==> src/sv/assert_macros.svh <==
// Assertion macros shared by the cache evictor modules.
`ifndef ASSERT_MACROS_SVH
`define ASSERT_MACROS_SVH
`ifndef SYNTH
`define SBCE_ASSERT(lbl, prop, msg) \
  lbl: assert property (@(posedge clk_i) disable iff (!rst_ni) (prop)) else $error(msg);
`define SBCE_ASSERT_ALWAYS(lbl, prop, msg) \
  lbl: assert property (@(posedge clk_i) (prop)) else $error(msg);
`else
`define SBCE_ASSERT(lbl, prop, msg)
`define SBCE_ASSERT_ALWAYS(lbl, prop, msg)
`endif
`endif

==> src/sv/sbce_pkg.sv <==
package sbce_pkg;

  localparam int ENTRIES   = 16;
  localparam int IDX_W     = $clog2(ENTRIES);
  localparam int CNT_W     = $clog2(ENTRIES + 1);
  localparam int SUM_W     = 32 + CNT_W;
  localparam int KEY_W     = 64;
  localparam int HDL_W     = 32;
  localparam int SIZE_W    = 32;
  localparam int TIME_W    = 48;
  localparam int BUDGET_W  = 36;
  localparam int CMP_W     = ((SUM_W > BUDGET_W) ? SUM_W : BUDGET_W) + 1;
  localparam int CNT_OUT_W = 5;
  localparam int POLICY_W  = 2;
  localparam int CMD_W     = 3;
  localparam int PROD_W    = 80;
  localparam int CFG_IDX_W = 1;
  localparam int QDEPTH    = 2;
  localparam int QPTR_W    = $clog2(QDEPTH);
  localparam int QCNT_W    = $clog2(QDEPTH + 1);

  localparam logic [BUDGET_W-1:0] BUDGET_RESET = BUDGET_W'(32 * 1024 * 1024);

  // Command codes on the input channel.
  localparam logic [CMD_W-1:0] CMD_STORE    = 3'd0;
  localparam logic [CMD_W-1:0] CMD_RETRIEVE = 3'd1;
  localparam logic [CMD_W-1:0] CMD_CONTAINS = 3'd2;
  localparam logic [CMD_W-1:0] CMD_REMOVE   = 3'd3;
  localparam logic [CMD_W-1:0] CMD_CLEAR    = 3'd4;
  localparam logic [CMD_W-1:0] CMD_TRIM     = 3'd5;

  // Victim policies.
  localparam logic [POLICY_W-1:0] POL_LRU      = 2'd0;
  localparam logic [POLICY_W-1:0] POL_SIZE     = 2'd1;
  localparam logic [POLICY_W-1:0] POL_SIZE_AGE = 2'd2;

  // Configuration register indexes.
  localparam logic [CFG_IDX_W-1:0] REG_POLICY = 1'd0;
  localparam logic [CFG_IDX_W-1:0] REG_BUDGET = 1'd1;

  typedef enum logic [2:0] {
    OP_STORE, OP_RETRIEVE, OP_CONTAINS, OP_REMOVE, OP_CLEAR, OP_TRIM, OP_NOP
  } op_e;

  typedef enum logic [1:0] {ST_IDLE, ST_CHECK, ST_SCAN, ST_EVICT} state_e;

  typedef struct packed {
    op_e               op;
    logic [KEY_W-1:0]  key;
    logic [HDL_W-1:0]  handle;
    logic [SIZE_W-1:0] size;
    logic [TIME_W-1:0] now;
  } work_t;

  // Queue head as seen by the engine.
  typedef struct packed {
    logic  valid;
    work_t item;
  } head_t;

  // Saturate the running sum to the reported width.
  function automatic logic [BUDGET_W-1:0] sat_total(logic [SUM_W-1:0] s);
    logic [BUDGET_W-1:0] r;
    if (CMP_W'(s) > CMP_W'({BUDGET_W{1'b1}})) r = '1;
    else r = BUDGET_W'(s);
    return r;
  endfunction

endpackage

==> src/sv/sbce_if.sv <==
// Channel interfaces of the cache evictor.
interface sbce_in_if;
  import sbce_pkg::*;
  logic                valid;
  logic                ready;
  logic [CMD_W-1:0]    command;
  logic [KEY_W-1:0]    key;
  logic [HDL_W-1:0]    code_handle;
  logic [SIZE_W-1:0]   code_size;
  logic [TIME_W-1:0]   now;
  modport source (output valid, command, key, code_handle, code_size, now, input ready);
  modport sink (input valid, command, key, code_handle, code_size, now, output ready);
endinterface


==> src/sv/sbce_front.sv <==
`include "assert_macros.svh"
module sbce_front (
  input  logic          clk_i,
  input  logic          rst_ni,
  sbce_in_if.sink       in_i,
  input  logic          pop_i,
  output sbce_pkg::head_t head_o
);
  import sbce_pkg::*;

  work_t             q_q [QDEPTH];
  logic [QPTR_W-1:0] wr_q, rd_q;
  logic [QCNT_W-1:0] cnt_q;
  logic              push, pop;
  work_t             dec;

  // Classify the incoming word into an operation.
  always_comb begin
    dec.key    = in_i.key;
    dec.handle = in_i.code_handle;
    dec.size   = in_i.code_size;
    dec.now    = in_i.now;
    unique case (in_i.command)
      CMD_STORE:    dec.op = OP_STORE;
      CMD_RETRIEVE: dec.op = OP_RETRIEVE;
      CMD_CONTAINS: dec.op = OP_CONTAINS;
      CMD_REMOVE:   dec.op = OP_REMOVE;
      CMD_CLEAR:    dec.op = OP_CLEAR;
      CMD_TRIM:     dec.op = OP_TRIM;
      default:      dec.op = OP_NOP;
    endcase
  end

  assign in_i.ready    = (cnt_q != QCNT_W'(QDEPTH));
  assign push          = in_i.valid && in_i.ready;
  assign head_o.valid  = (cnt_q != '0);
  assign head_o.item   = q_q[rd_q];
  assign pop           = pop_i && head_o.valid;

  // Queue pointers and fill count.
  always_ff @(posedge clk_i or negedge rst_ni) begin
    if (!rst_ni) begin
      wr_q  <= '0;
      rd_q  <= '0;
      cnt_q <= '0;
    end else begin
      if (push) wr_q <= (wr_q == QPTR_W'(QDEPTH - 1)) ? '0 : wr_q + 1'b1;
      if (pop) rd_q <= (rd_q == QPTR_W'(QDEPTH - 1)) ? '0 : rd_q + 1'b1;
      if (push && !pop) cnt_q <= cnt_q + 1'b1;
      else if (pop && !push) cnt_q <= cnt_q - 1'b1;
    end
  end

  // Queue storage.
  always_ff @(posedge clk_i) begin
    if (push) q_q[wr_q] <= dec;
  end

  `SBCE_ASSERT(a_cnt_bound, cnt_q <= QCNT_W'(QDEPTH), "queue count overflow")
  `SBCE_ASSERT(a_no_empty_pop, pop_i |-> head_o.valid, "pop from empty queue")
  `SBCE_ASSERT(a_cnt_step, (push && !pop) |=> cnt_q == $past(cnt_q) + 1'b1,
               "queue count did not follow a push")
endmodule

==> src/flat_wrapper.sv <==
// flat-port wrapper written by rule: the top's interface ports become plain ports
module sbce_front_flat import sbce_pkg::*;
  (clk_i, rst_ni, pop_i, head_o, in_i_valid, in_i_command, in_i_key, in_i_code_handle, in_i_code_size, in_i_now, in_i_ready);
  sbce_in_if in_i_i ();
  input  logic clk_i;
  input  logic rst_ni;
  input  logic pop_i;
  output sbce_pkg::head_t head_o;
  input wire logic [$bits(in_i_i.valid)-1:0] in_i_valid;
  input wire logic [$bits(in_i_i.command)-1:0] in_i_command;
  input wire logic [$bits(in_i_i.key)-1:0] in_i_key;
  input wire logic [$bits(in_i_i.code_handle)-1:0] in_i_code_handle;
  input wire logic [$bits(in_i_i.code_size)-1:0] in_i_code_size;
  input wire logic [$bits(in_i_i.now)-1:0] in_i_now;
  output wire logic [$bits(in_i_i.ready)-1:0] in_i_ready;
  assign in_i_i.valid = in_i_valid;
  assign in_i_i.command = in_i_command;
  assign in_i_i.key = in_i_key;
  assign in_i_i.code_handle = in_i_code_handle;
  assign in_i_i.code_size = in_i_code_size;
  assign in_i_i.now = in_i_now;
  assign in_i_ready = in_i_i.ready;
  sbce_front u_core (.clk_i(clk_i), .rst_ni(rst_ni), .in_i(in_i_i), .pop_i(pop_i), .head_o(head_o));
endmodule
==> config.mk <==
export PLATFORM = sky130hd
export DESIGN_NAME = sbce_front_flat
export DESIGN_NICKNAME = d
export VERILOG_FILES = /design/src/sv/sbce_pkg.sv /design/src/sv/sbce_if.sv /design/src/sv/sbce_front.sv /design/src/flat_wrapper.sv
export VERILOG_INCLUDE_DIRS = /design/src /design/src/sv
export SDC_FILE = /design/constraint.sdc
export NUM_CORES = 1
export LEC_CHECK = 0
export ABC_AREA = 1
export ABC_CLOCK_PERIOD_IN_PS = 12000
export BUFFER_PORTS_ARGS = -buffer_cell sky130_fd_sc_hd__buf_4
export CAP_MARGIN = 20
export CORE_ASPECT_RATIO = 1.75
export CORE_MARGIN = 2
export CORE_UTILIZATION = 52
export DETAILED_ROUTE_END_ITERATION = 16
export PLACE_DENSITY = 0.79
export SYNTH_ARGS = -nofsm -noshare
export SYNTH_HDL_FRONTEND = slang
export SYNTH_SLANG_ARGS = --single-unit
==> constraint.sdc <==
create_clock -name clk_i -period 12 [get_ports clk_i]
set_clock_uncertainty 0.15 [all_clocks]
set_input_delay 0.6 -clock clk_i [delete_from_list [all_inputs] [get_ports clk_i]]
set_output_delay 0.6 -clock clk_i [all_outputs]
set_load 0.03 [all_outputs]
==> impl_metrics.json <==
{
  "syn2layout_area_growth_pct": 29.88,
  "cts.sinks": 362,
  "status": "completed",
  "final_common_cell": "nand2_1",
  "worstPathMaxFanout": 92,
  "cts.path.max_buffers": 3,
  "grt_pass1_vias": 8496,
  "pin_count": 364,
  "final_area_mm2": 0.01723,
  "layout-drive-gt1-share_pct": 31.34,
  "tightest_slew_ns": 1.020,
  "num_vias": 8347,
  "die_area_mm2": 0.02686,
  "path_clk_slew_ns": 0.07,
  "initial_utilization_pct": 52.76,
  "place_area_mm2": 0.01620,
  "yosys.cell_types.count": 16,
  "seq_area_frac_synth_pct": 81.79,
  "cts_root_buf": "clkbuf_16",
  "total_power_w": 0.004758,
  "hpwlAfterDp_mm": 18.92,
  "antenna_found_initial": 3,
  "drv_cap": 0,
  "clock.fmax_mhz": 251.6,
  "die_y_um": 215.3,
  "fp-row-count": 77,
  "ir_drop_v": 0.0002836,
  "grt_pass1_wl_mm": 44.25,
  "ys_ff_latch": 362,
  "min_period_ns": 3.975,
  "dpl_worst_slack_ns": 8.568,
  "syn_nets": 1150,
  "cts_setup_buffers": 0,
  "finalSetupViolCount": 0,
  "cts_resized": 0,
  "final-hold-violation-count": 0,
  "slew_viol_final": 0,
  "drt_iter0_drc": 549,
  "syn_area_mm2": 0.01327,
  "io_buffers": 363,
  "crit_required_ns": 11.25,
  "wl_per_cell_um": 17.63,
  "wirelength_mm": 29.47,
  "drtAntennaViolNets": 0,
  "relSlewSlack_pct": 31.98,
  "postCtsHoldBufs": 1,
  "p_leak_nw": 7.351,
  "final_util_pct": 68.52,
  "cp-start-kind": "flop",
  "cts_buffers": 30,
  "period_share_pct": 33.13,
  "die_w_um": 124.7,
  "synth_cells": 966,
  "core_mm2": 0.02515,
  "layout_common_cells": "547 x nand2_1, 371 x buf_4, 358 x edfxtp_1, 31 x clkbuf_16, 8 x clkinv_2",
  "syn_area_per_cell_um2": 13.73,
  "drt-pass1-iter-count": 5,
  "crit_arrival_ns": 3.23,
  "drcViolationCount": 0,
  "clkLatencyLatePin_ns": 0.56,
  "gp_congestion": 0.8480,
  "setup_tns_ns": 0,
  "cts_max_level": 1,
  "rsz0062_at_grt": "no",
  "grt_max_degree": 93,
  "avgViaCountPerCell": 4.995,
  "overflow": 0,
  "power_density_mw_per_mm2": 276.2,
  "setup_slack_ns": 8.025,
  "track_usage_pct": 21.19,
  "cp-end-kind": "output pin",
  "cts_tree": "done",
  "finalNetCount": 1514,
  "yosys_warnings": 0,
  "crit_type": "flop to output pin",
  "worstHoldPathType": "input port to flop"
}
## critical path, cell delays in order, from the launching register on
cell,delay [ns]
dfrtp_4,0.67
inv_6,0.57
buf_4,0.87
nand2_1,0.11
nand2_1,0.18
buf_4,0.19
## Yosys cell counts, drive strengths merged
| library cell | n | share of area [%] |
|---|---|---|
| nand3 | 2 | 0.075 |
| edfxtp | 358 | 81 |
| clkbuf | 5 | 0.14 |
| xnor2 | 1 | 0.066 |
| nand2 | 547 | 15 |
| buf | 36 | 1.9 |
| nor2 | 2 | 0.057 |
| ha | 1 | 0.094 |
| inv | 7 | 0.22 |
| a21boi | 1 | 0.057 |
| dfrtp | 4 | 0.75 |
| xor2 | 1 | 0.066 |
| nand4 | 1 | 0.047 |
## power by group
group / internal [W] / switching (W)
clock network: 0.000554 / 0.000420
logic: 0.000594 / 0.00137
registers: 0.00173 / 0.0000878
total: 0.00288 / 0.00188
## state kept, by name, indices dropped and copies added, names as in the netlist
signal	count
u_core.q_q	358
u_core.cnt_q	2
u_core.rd_q	1
u_core.wr_q	1
## stage by stage
step	cells	hold WS, ns
6_report	1671	0.07330
5_1_grt	1670	0.04594
4_1_cts	1668	0.04979
3_5_place_dp	1612	0.2565
3_3_place_gp	1612	0.2543
2_1_floorplan	966	0.1544
## logic make-up (layout without fill, tap and decap cells)
group / count (synthesis) / after routing / share of synthesized area [%]
adder cells (fa/ha/maj): 1 / 1 / 0.09430
flip-flops: 362 / 362 / 81.79
AO/OA/AOI/OAI: 1 / 1 / 0.05661
AND/OR/NAND/NOR: 552 / 552 / 15.66
buffers and inverters: 48 / 435 / 2.273
XOR/XNOR: 2 / 2 / 0.1321
other: 0 / 2 / 0
## layout make-up
type / count / area, µm²
clock inverters: 18 / 171.4
diodes: 2 / 5.005
well taps: 316 / 395.4
multi-input cells: 556 / 2130
inverters: 7 / 31.28
clock buffers: 37 / 828.3
flip-flops and latches: 362 / 10850
fillers: 1673 / 7915
repair buffers: 373 / 2815
## final timing paths
path	from	end	slack [ns]	cells after the start
worst max-delay path	u_core.rd_q	head_o[5]	8.02	5
worst min-delay path	in_i_code_handle[2]	u_core.q_q[1][82]	0.07	1
worst max register to register	u_core.cnt_q[0]	u_core.q_q[1][101]	9.22	6
worst min register to register	u_core.cnt_q[1]	u_core.cnt_q[1]	0.35	2
max in group asynchronous	rst_ni	u_core.rd_q	11.32	2
min in group asynchronous	rst_ni	u_core.cnt_q[1]	0.26	2
## metal layers
metal | global-route usage [%] | routed length (µm) | up-vias
met5 | 0 | 13 | -
met1 | 21.99 | 9633 | 3927
met3 | 4.879 | 2132 | 87
li1 | - | - | 3977
met4 | 11.24 | 1576 | 2
met2 | 39.23 | 16110 | 354
(Power assumes the default switching activity.)
